[src/design/swdhe_pkg.sv]
// swdhe_pkg: shared types and constants for the swd host transfer engine
// used by swdhe_cfg, swdhe_core and swd_host_transfer_engine_top; no dependencies
package swdhe_pkg;

	localparam int DataBits = 32;
	localparam int ReqLen   = 8;
	localparam int AckLen   = 3;
	localparam int DataLen  = 32 + 1;
	localparam int BackLen  = 1 + 32 + 1;
	localparam int TopBit   = 31;

	localparam logic [1:0] FUNC_START = 2'd0;
	localparam logic [1:0] FUNC_TICK  = 2'd1;
	localparam logic [1:0] FUNC_RAW   = 2'd2;

	localparam logic [2:0] ACK_OK    = 3'd1;
	localparam logic [2:0] ACK_WAIT  = 3'd2;
	localparam logic [2:0] ACK_FAULT = 3'd4;

	localparam logic [2:0] ST_OK     = 3'd0;
	localparam logic [2:0] ST_WAIT   = 3'd1;
	localparam logic [2:0] ST_FAULT  = 3'd2;
	localparam logic [2:0] ST_PROTO  = 3'd3;
	localparam logic [2:0] ST_PARITY = 3'd4;

	localparam logic [1:0] REG_TURNAROUND = 2'd0;
	localparam logic [1:0] REG_IDLE       = 2'd1;
	localparam logic [1:0] REG_DATA_WAIT  = 2'd2;

	typedef enum logic [3:0] {
		PH_IDLE  = 4'd0,
		PH_REQ   = 4'd1,
		PH_TRN_A = 4'd2,
		PH_ACK   = 4'd3,
		PH_RD    = 4'd4,
		PH_TRN_B = 4'd5,
		PH_WR    = 4'd6,
		PH_IDLEC = 4'd7,
		PH_DUMR  = 4'd8,
		PH_DUMW  = 4'd9,
		PH_BACK  = 4'd10
	} phase_t;

	typedef struct packed {
		logic [1:0]  func;
		logic [3:0]  request;
		logic [31:0] write_data;
		logic        swdio_in;
		logic        raw_bit;
	} in_item_t;

	typedef struct packed {
		logic        swdio_out;
		logic        swdio_drive;
		logic        clock_pulse;
		logic        transfer_done;
		logic [2:0]  status;
		logic [2:0]  raw_ack;
		logic [31:0] read_data;
		logic        busy_res;
		logic        rejected;
	} out_item_t;

	typedef struct packed {
		logic [2:0] turnaround_cycles;
		logic [7:0] idle_cycles;
		logic       data_phase_on_wait;
	} cfg_t;

endpackage

[src/design/swdhe_cfg.sv]
// swdhe_cfg: configuration register file of the swd host transfer engine
// depends on swdhe_pkg for cfg_t and register indexes
module swdhe_cfg import swdhe_pkg::*; (
	input  logic       clk,
	input  logic       arst_n,
	input  logic       wr_en,
	input  logic [1:0] wr_index,
	input  logic [7:0] wr_data,
	output cfg_t       cfg
);

	cfg_t cfg_q;

	always_ff @(posedge clk or negedge arst_n) begin
		if (!arst_n) begin
			cfg_q.turnaround_cycles  <= 3'd1;
			cfg_q.idle_cycles        <= 8'd0;
			cfg_q.data_phase_on_wait <= 1'b0;
		end else if (wr_en) begin
			case (wr_index)
				REG_TURNAROUND: cfg_q.turnaround_cycles <= wr_data[2:0];
				REG_IDLE:       cfg_q.idle_cycles <= wr_data;
				REG_DATA_WAIT:  cfg_q.data_phase_on_wait <= wr_data[0];
				default: ;
			endcase
		end
	end

	assign cfg = cfg_q;

endmodule

[src/design/swdhe_core.sv]
// swdhe_core: transfer sequencer, one item per call; phase, counter and shift state
// depends on swdhe_pkg for item, config and phase types
module swdhe_core import swdhe_pkg::*; (
	input  logic      clk,
	input  logic      arst_n,
	input  logic      fire,
	input  in_item_t  item,
	input  cfg_t      cfg,
	output out_item_t res
);

	phase_t      phase_q, phase_d, nx;
	logic [7:0]  cnt_q, cnt_d, cnt_inc, len;
	logic [31:0] sh_q, sh_d;
	logic        par_q, par_d;
	logic [3:0]  req_q, req_d;
	logic [2:0]  ack_q, ack_d;
	logic [2:0]  trn;
	logic        active, rd, dpw;

	assign active = (phase_q != PH_IDLE);
	assign rd     = req_q[1];
	assign dpw    = cfg.data_phase_on_wait;
	assign trn    = (cfg.turnaround_cycles == 3'd0) ? 3'd1 : cfg.turnaround_cycles;
	assign cnt_inc = cnt_q + 8'd1;

	always_comb begin
		case (phase_q)
			PH_REQ:                      len = 8'(ReqLen);
			PH_TRN_A, PH_TRN_B:          len = {5'd0, trn};
			PH_ACK:                      len = 8'(AckLen);
			PH_RD, PH_WR, PH_DUMR, PH_DUMW: len = 8'(DataLen);
			PH_IDLEC:                    len = cfg.idle_cycles;
			PH_BACK:                     len = 8'(BackLen);
			default:                     len = 8'd0;
		endcase
	end

	always_comb begin
		phase_d = phase_q;
		cnt_d   = cnt_q;
		sh_d    = sh_q;
		par_d   = par_q;
		req_d   = req_q;
		ack_d   = ack_q;
		nx      = PH_IDLE;
		res     = '0;
		res.swdio_out   = 1'b1;
		res.swdio_drive = 1'b1;
		case (item.func)
			FUNC_START: begin
				res.busy_res = 1'b1;
				if (active) begin
					res.rejected = 1'b1;
				end else begin
					req_d   = item.request;
					sh_d    = item.write_data;
					par_d   = 1'b0;
					ack_d   = 3'd0;
					cnt_d   = 8'd0;
					phase_d = PH_REQ;
				end
			end
			FUNC_RAW: begin
				if (active) begin
					res.rejected = 1'b1;
					res.busy_res = 1'b1;
				end else begin
					res.swdio_out   = item.raw_bit;
					res.clock_pulse = 1'b1;
				end
			end
			FUNC_TICK: begin
				if (active) begin
					res.clock_pulse = 1'b1;
					res.busy_res    = 1'b1;
					case (phase_q)
						PH_REQ: begin
							if (cnt_q == 8'd0)
								res.swdio_out = 1'b1;
							else if (cnt_q inside {[8'd1:8'd4]})
								res.swdio_out = req_q[cnt_q[1:0] - 2'd1];
							else if (cnt_q == 8'd5)
								res.swdio_out = ^req_q;
							else if (cnt_q == 8'd6)
								res.swdio_out = 1'b0;
							else
								res.swdio_out = 1'b1;
						end
						PH_ACK: begin
							res.swdio_out   = 1'b0;
							res.swdio_drive = 1'b0;
							if (cnt_q < 8'(AckLen))
								ack_d = ack_q | (3'(item.swdio_in) << cnt_q[1:0]);
						end
						PH_RD: begin
							res.swdio_out   = 1'b0;
							res.swdio_drive = 1'b0;
							if (cnt_q < 8'(DataBits)) begin
								sh_d  = {item.swdio_in, sh_q[TopBit:1]};
								par_d = par_q ^ item.swdio_in;
							end else if (cnt_q == 8'(DataBits)) begin
								par_d = par_q ^ item.swdio_in;
							end
						end
						PH_WR: begin
							if (cnt_q < 8'(DataBits)) begin
								res.swdio_out = sh_q[0];
								par_d = par_q ^ sh_q[0];
								sh_d  = {1'b0, sh_q[TopBit:1]};
							end else begin
								res.swdio_out = par_q;
							end
						end
						PH_IDLEC, PH_DUMW: begin
							res.swdio_out = 1'b0;
						end
						default: begin
							res.swdio_out   = 1'b0;
							res.swdio_drive = 1'b0;
						end
					endcase
					if (cnt_inc >= len) begin
						case (phase_q)
							PH_REQ:   nx = PH_TRN_A;
							PH_TRN_A: nx = PH_ACK;
							PH_ACK: begin
								if (ack_d == ACK_OK) begin
									par_d = 1'b0;
									if (rd) begin
										sh_d = '0;
										nx   = PH_RD;
									end else begin
										nx = PH_TRN_B;
									end
								end else if (ack_d == ACK_WAIT || ack_d == ACK_FAULT) begin
									nx = (rd && dpw) ? PH_DUMR : PH_TRN_B;
								end else begin
									nx = PH_BACK;
								end
							end
							PH_RD, PH_DUMR: nx = PH_TRN_B;
							PH_TRN_B: begin
								if (ack_d == ACK_OK)
									nx = rd ? PH_IDLEC : PH_WR;
								else
									nx = (!rd && dpw) ? PH_DUMW : PH_IDLE;
							end
							PH_WR:   nx = PH_IDLEC;
							default: nx = PH_IDLE;
						endcase
						if (nx == PH_IDLEC && cfg.idle_cycles == 8'd0)
							nx = PH_IDLE;
						phase_d = nx;
						cnt_d   = 8'd0;
						if (nx == PH_IDLE) begin
							res.transfer_done = 1'b1;
							res.raw_ack       = ack_d;
							if (ack_d == ACK_OK) begin
								res.status = (rd && par_d) ? ST_PARITY : ST_OK;
								if (rd)
									res.read_data = sh_d;
							end else if (ack_d == ACK_WAIT) begin
								res.status = ST_WAIT;
							end else if (ack_d == ACK_FAULT) begin
								res.status = ST_FAULT;
							end else begin
								res.status = ST_PROTO;
							end
						end
					end else begin
						cnt_d = cnt_inc;
					end
				end
			end
			default: ;
		endcase
	end

	always_ff @(posedge clk or negedge arst_n) begin
		if (!arst_n) begin
			phase_q <= PH_IDLE;
			cnt_q   <= 8'd0;
			sh_q    <= '0;
			par_q   <= 1'b0;
			req_q   <= 4'd0;
			ack_q   <= 3'd0;
		end else if (fire) begin
			phase_q <= phase_d;
			cnt_q   <= cnt_d;
			sh_q    <= sh_d;
			par_q   <= par_d;
			req_q   <= req_d;
			ack_q   <= ack_d;
		end
	end

`ifndef NO_ASSERTIONS
	a_start_enters_request: assert property (@(posedge clk) disable iff (!arst_n)
		fire && !active && item.func == FUNC_START |=> phase_q == PH_REQ)
		else $error("start from idle did not enter request phase");
	a_done_returns_idle: assert property (@(posedge clk) disable iff (!arst_n)
		fire && res.transfer_done |=> phase_q == PH_IDLE)
		else $error("phase not idle after transfer end");
	a_request_count: assert property (@(posedge clk) disable iff (!arst_n)
		phase_q == PH_REQ |-> cnt_q < 8'(ReqLen))
		else $error("request bit counter out of range");
	a_reject_no_clock: assert property (@(posedge clk) disable iff (!arst_n)
		res.rejected |-> !res.clock_pulse && active)
		else $error("rejected item produced a clock or came while idle");
`endif

endmodule

[src/design/swd_host_transfer_engine_top.sv]
// an accepted item goes to the input register, and its result to the result register
// throughput: one item per cycle unless out_stall blocks; each tick item is one swclk period
// the sequencer state lives in swdhe_core and advances once per item
// reset: asynchronous active low; clears sequencer to idle, pipeline valids, and
// configuration to turnaround 1, idle 0, no data phase on wait
// depends on swdhe_pkg, swdhe_cfg and swdhe_core
module swd_host_transfer_engine_top import swdhe_pkg::*; (
	input  logic       clk,
	input  logic       arst_n,
	input  logic       in_valid,
	output logic       in_stall,
	input  in_item_t   in_item,
	output logic       out_valid,
	input  logic       out_stall,
	output out_item_t  out_item,
	input  logic       cfg_valid,
	output logic       cfg_ready,
	input  logic [1:0] cfg_index,
	input  logic [7:0] cfg_data
);

	logic      in_valid_s1;
	in_item_t  in_item_s1;
	logic      out_valid_q;
	out_item_t out_item_q;
	out_item_t res;
	cfg_t      cfg;
	logic      advance;

	assign advance   = in_valid_s1 && (!out_valid_q || !out_stall);
	assign in_stall  = in_valid_s1 && !advance;
	assign cfg_ready = 1'b1;

	swdhe_cfg u_cfg (
		.clk      (clk),
		.arst_n   (arst_n),
		.wr_en    (cfg_valid && cfg_ready),
		.wr_index (cfg_index),
		.wr_data  (cfg_data),
		.cfg      (cfg)
	);

	swdhe_core u_core (
		.clk    (clk),
		.arst_n (arst_n),
		.fire   (advance),
		.item   (in_item_s1),
		.cfg    (cfg),
		.res    (res)
	);

	// input register
	always_ff @(posedge clk or negedge arst_n) begin
		if (!arst_n) begin
			in_valid_s1 <= 1'b0;
		end else if (!in_stall) begin
			in_valid_s1 <= in_valid;
		end
	end

	always_ff @(posedge clk) begin
		if (!in_stall && in_valid) begin
			in_item_s1 <= in_item;
		end
	end

	// result register
	always_ff @(posedge clk or negedge arst_n) begin
		if (!arst_n) begin
			out_valid_q <= 1'b0;
		end else if (advance) begin
			out_valid_q <= 1'b1;
		end else if (!out_stall) begin
			out_valid_q <= 1'b0;
		end
	end

	always_ff @(posedge clk) begin
		if (advance) begin
			out_item_q <= res;
		end
	end

	assign out_valid = out_valid_q;
	assign out_item  = out_item_q;

endmodule
[config.mk]
export PLATFORM = sky130hd
export DESIGN_NAME = swd_host_transfer_engine_top
export DESIGN_NICKNAME = d
export VERILOG_FILES = /design/src/design/swdhe_pkg.sv /design/src/design/swdhe_cfg.sv /design/src/design/swdhe_core.sv /design/src/design/swd_host_transfer_engine_top.sv
export SDC_FILE = /design/constraint.sdc
export NUM_CORES = 1
export LEC_CHECK = 0
export BUFFER_PORTS_ARGS = -buffer_cell sky130_fd_sc_hd__clkbuf_2
export CAP_MARGIN = 0
export CORE_ASPECT_RATIO = 1.4
export CORE_UTILIZATION = 45
export CTS_BUF_LIST = sky130_fd_sc_hd__clkbuf_4 sky130_fd_sc_hd__clkbuf_8
export DETAILED_ROUTE_END_ITERATION = 8
export GPL_TIMING_DRIVEN = 0
export PLACE_DENSITY = 0.67
export SLEW_MARGIN = 20
export SYNTH_ARGS = -nofsm -noshare
export SYNTH_HDL_FRONTEND = slang
export SYNTH_HIERARCHICAL = 1
export SYNTH_SLANG_ARGS = --single-unit
[constraint.sdc]
create_clock -name clk -period 5.24 [get_ports clk]
set_clock_uncertainty 0.05 [all_clocks]
set_input_delay 0.262 -clock clk [delete_from_list [all_inputs] [get_ports clk]]
set_output_delay 0.262 -clock clk [all_outputs]
set_load 0.005 [all_outputs]
==> flow_summary.rst <==
.. list-table::
   :header-rows: 1

   * - Metric
     - Value
   * - Result of the run
     - complete, but fails checks
   * - Failing checks
     - DRC
   * - Final setup fails
     - 0
   * - Layout Area Growth over Synthesis
     - 22.9%
   * - Core utilization of the finished layout
     - 57.2%
   * - Reg2Reg Setup Slack
     - 0.60 ns
   * - Global route total overflow
     - 0
   * - Worst Hold Depth
     - 2
   * - Commonest register cell after synthesis
     - edfxtp_1
   * - Crit path kind
     - reg2reg
   * - Critical hold path startpoint
     - cfg_data[0]
   * - Largest voltage drop on the vdd net
     - 0.214 mV
   * - Wire length of the first global-routing pass
     - 30,800 um
   * - GRT Total Usage
     - 23.0%
   * - Clock latency reported for the late side of the worst-skew pair
     - 0.47 ns
   * - Worst min-delay path class
     - in2reg
   * - FFs w/ async S/R, synth
     - 44.0%
   * - Unrepaired setup endpoints after global routing
     - false
   * - Most frequent standard cell in the layout excluding fill and tap cells
     - clkbuf_2
   * - Crit path required time
     - 5.41 ns
   * - Worst Hold End
     - u_cfg/cfg[0]$_DFFE_PN0P_
   * - Pin count of the biggest net entering global routing
     - 54
   * - Max-slew violation total from the final report
     - 0
   * - Routability cong.
     - 0.947
   * - End of the worst register-to-register path
     - out_item[3]$_DFFE_PP_
   * - Register area share after synthesis
     - 55.0%
   * - Buffer depth of the longest clock path
     - 2
   * - Per-cell via count in the routed design
     - 5.83
   * - Overall routed net length
     - 19,000 um
   * - Number of buffers inserted to repair setup after CTS
     - 0
   * - Average size of a mapped cell
     - 11.8 sq um
   * - Post-synthesis cell area
     - 7590 sq um
   * - Most frequent cells in the layout
     - 99 x clkbuf_2, 84 x edfxtp_1, 65 x dfrtp_1, 50 x nand2_1, 49 x dlygate4sd3_1
   * - Depth of the worst register-to-register path
     - 13
   * - Launching point of the worst reg2reg path
     - u_core/phase_q[2]$_DFFE_PN0P_
   * - Detailed-router iteration count before antenna repair
     - 9
   * - Die outline area
     - 17,400 sq um
   * - Fraction of final layout cells with drive strength greater than 1
     - 24.8%
   * - Die Y
     - 156 um
   * - HPWL after detailed placement
     - 13,800 um
   * - Clock Pin Slew Worst Setup and Hold Paths
     - 0.08 ns
   * - Worst setup path startpoint
     - u_core/phase_q[2]$_DFFE_PN0P_
   * - CTS tree
     - done
   * - Root buf cell
     - clkbuf_8
   * - Number of non-filler instances in the completed layout
     - 1,029
   * - Highest achievable clock rate
     - 215 MHz
   * - Diode count
     - 0
   * - Number of top-level design ports
     - 102
   * - Total DRC errors in the routed layout
     - 5
   * - Layout Nets
     - 889
   * - Number of buffers inserted during clock tree synthesis
     - 17
   * - Register bit total from synthesis
     - 150
   * - Initial antenna violation count
     - 0
   * - Overall power of the completed layout
     - 3.93 mW
   * - Final worst-path cycle share
     - 88.6%
   * - Instance count of the mapped netlist
     - 645
   * - Worst slew slack as a fraction of its limit
     - 41.5%
   * - Die boundary width
     - 112 um
   * - Number of levels the H-tree was split into
     - 4
   * - Via count of the first global-routing pass
     - 6,056
   * - Warnings from Yosys
     - 6
   * - Number of rows in the core area
     - 55
   * - Starting density of the core
     - 46.5%
   * - Number of failing hold endpoints at the final stage
     - 0
   * - Post-detailed-route wirelength per cell
     - 18.5 um
   * - Biggest fanout along the worst timing path
     - 10
   * - Worst endpoint data arrival time
     - 4.81 ns
   * - Power density of the placed cells
     - 421 nW/um^2
   * - Total number of clock tree sinks
     - 150
   * - Setup crit start kind
     - flop
   * - Net Count, Synth
     - 717
   * - Via Count
     - 5,999
   * - Number of maximum-capacitance violations
     - 0
   * - Count of distinct cell types in the synthesized netlist
     - 68
   * - Core ar.
     - 16,300 sq um
   * - Smallest setup slack after layout
     - 0.596 ns
   * - Post-placement cell count
     - 948
   * - Post-Route Hold Slack
     - 0.0183 ns
   * - Element type at the critical path end
     - flop
   * - Min Clock Period, post-route
     - 4.64 ns
   * - Count of flip-flops with a built-in enable after synthesis
     - 84
   * - Worst setup slack after placement
     - 0.726 ns
   * - Port-buffer cells
     - 100
   * - Slew of the pin with the lowest slew margin
     - 0.867 ns
   * - Leakage power figure
     - 3.64 nW
   * - Antenna viol nets, final
     - 0
   * - Number of design-rule violations left by the first detailed-router iteration
     - 452
through the flow:
stage               instance area [sq um]  setup TNS (ns)
floorplan                            7590               0
global placement                     8340          -31.20
detailed placement                   8460               0
CTS                                  9320               0
global route                         9330               0
finish                               9330               0
worst max-delay path, stage by stage (launching register included):
cell	delay (ns)
dfrtp_1	0.40
clkbuf_1	0.37
buf_1	0.41
a21boi_0	0.26
nor3_1	0.07
a211oi_1	0.42
ha_1	0.18
nand2b_1	0.09
a21o_1	0.13
a21oi_1	0.07
o21ai_0	0.51
nand4_1	0.44
clkbuf_1	0.41
a2111oi_2	0.57
layout make-up:
| type | instances | area, sq um |
|---|---|---|
| buffer | 50 | 221 |
| clock buffer | 19 | 262 |
| timing repair buffer | 153 | 1100 |
| clock inverter | 13 | 115 |
| fill | 1346 | 6980 |
| inverter | 37 | 139 |
| sequential | 150 | 4180 |
| multi-input combinational | 408 | 3070 |
| tap | 199 | 249 |
where the power goes:
| group | internal [mW] | switching (mW) | leakage, nW |
|---|---|---|---|
| Sequential | 1.49 | 0.226 | 1.67 |
| Clock | 0.367 | 0.479 | 0.189 |
| Combinational | 0.520 | 0.851 | 1.78 |
| Total | 2.37 | 1.56 | 3.64 |
synthesized netlist by cell type, types with 12 or more instances:
cell type / n / area (sq um)
edfxtp_1: 84 / 2520
dfrtp_1: 65 / 1630
nand2_1: 50 / 188
a21oi_1: 38 / 190
inv_1: 36 / 135
o21ai_0: 33 / 165
clkbuf_1: 32 / 120
nor2_1: 23 / 86.3
a22oi_1: 21 / 158
a2111oi_2: 18 / 270
mux2_2: 18 / 203
ha_1: 17 / 213
mux2i_1: 17 / 170
a211o_1: 15 / 131
and3_1: 15 / 93.8
buf_2: 12 / 60.1
timing repair:
item                                   CTS  global route
hold buffers                            49             0
endpoints found under the hold margin  115             0
resized for setup                        0             0
how the worst max path moves through the flow:
| stage | depth (start not counted) | to | slack [ns] |
|---|---|---|---|
| 4_1_cts | 12 | out_item[32]$_DFFE_PP_ | 0.71 |
| 2_1_floorplan | 5 | u_core/sh_q[21]$_DFFE_PN0P_ | 0.85 |
| 5_1_grt | 13 | out_item[3]$_DFFE_PP_ | 0.37 |
| 3_5_place_dp | 12 | out_item[32]$_DFFE_PP_ | 0.73 |
| 6_report | 13 | out_item[3]$_DFFE_PP_ | 0.60 |
| 3_3_place_gp | 5 | u_core/sh_q[21]$_DFFE_PN0P_ | -0.87 |
per-layer routing:
layer / global-route usage (%) / routed length (um)
met1: 25.6 / 7320
met2: 40.1 / 9760
met3: 4.70 / 943
met5: 0 / 0
met4: 14.8 / 968
flip-flops by register name, indices dropped and copies added, names as in the netlist:
signal	flops
in_item_s1	40
in_valid_s1	1
out_item	44
out_valid	1
u_cfg/cfg	12
u_core/ack_q	3
u_core/cnt_q	8
u_core/par_q	1
u_core/phase_q	4
u_core/req_q	4
u_core/sh_q	32
cell families (layout without fill, tap and decap cells):
logic type | after synthesis | count (layout) | synth area share, %
flops | 150 | 150 | 55.0
fa+ha+maj | 17 | 17 | 2.80
xor+xnor | 13 | 13 | 1.50
other cells | 1 | 1 | 0.0494
mux | 36 | 36 | 5.21
simple gates | 148 | 148 | 10.6
compound gates | 193 | 193 | 20.1
buf+inv | 87 | 272 | 4.75
Power figures use the tool's default switching activity.
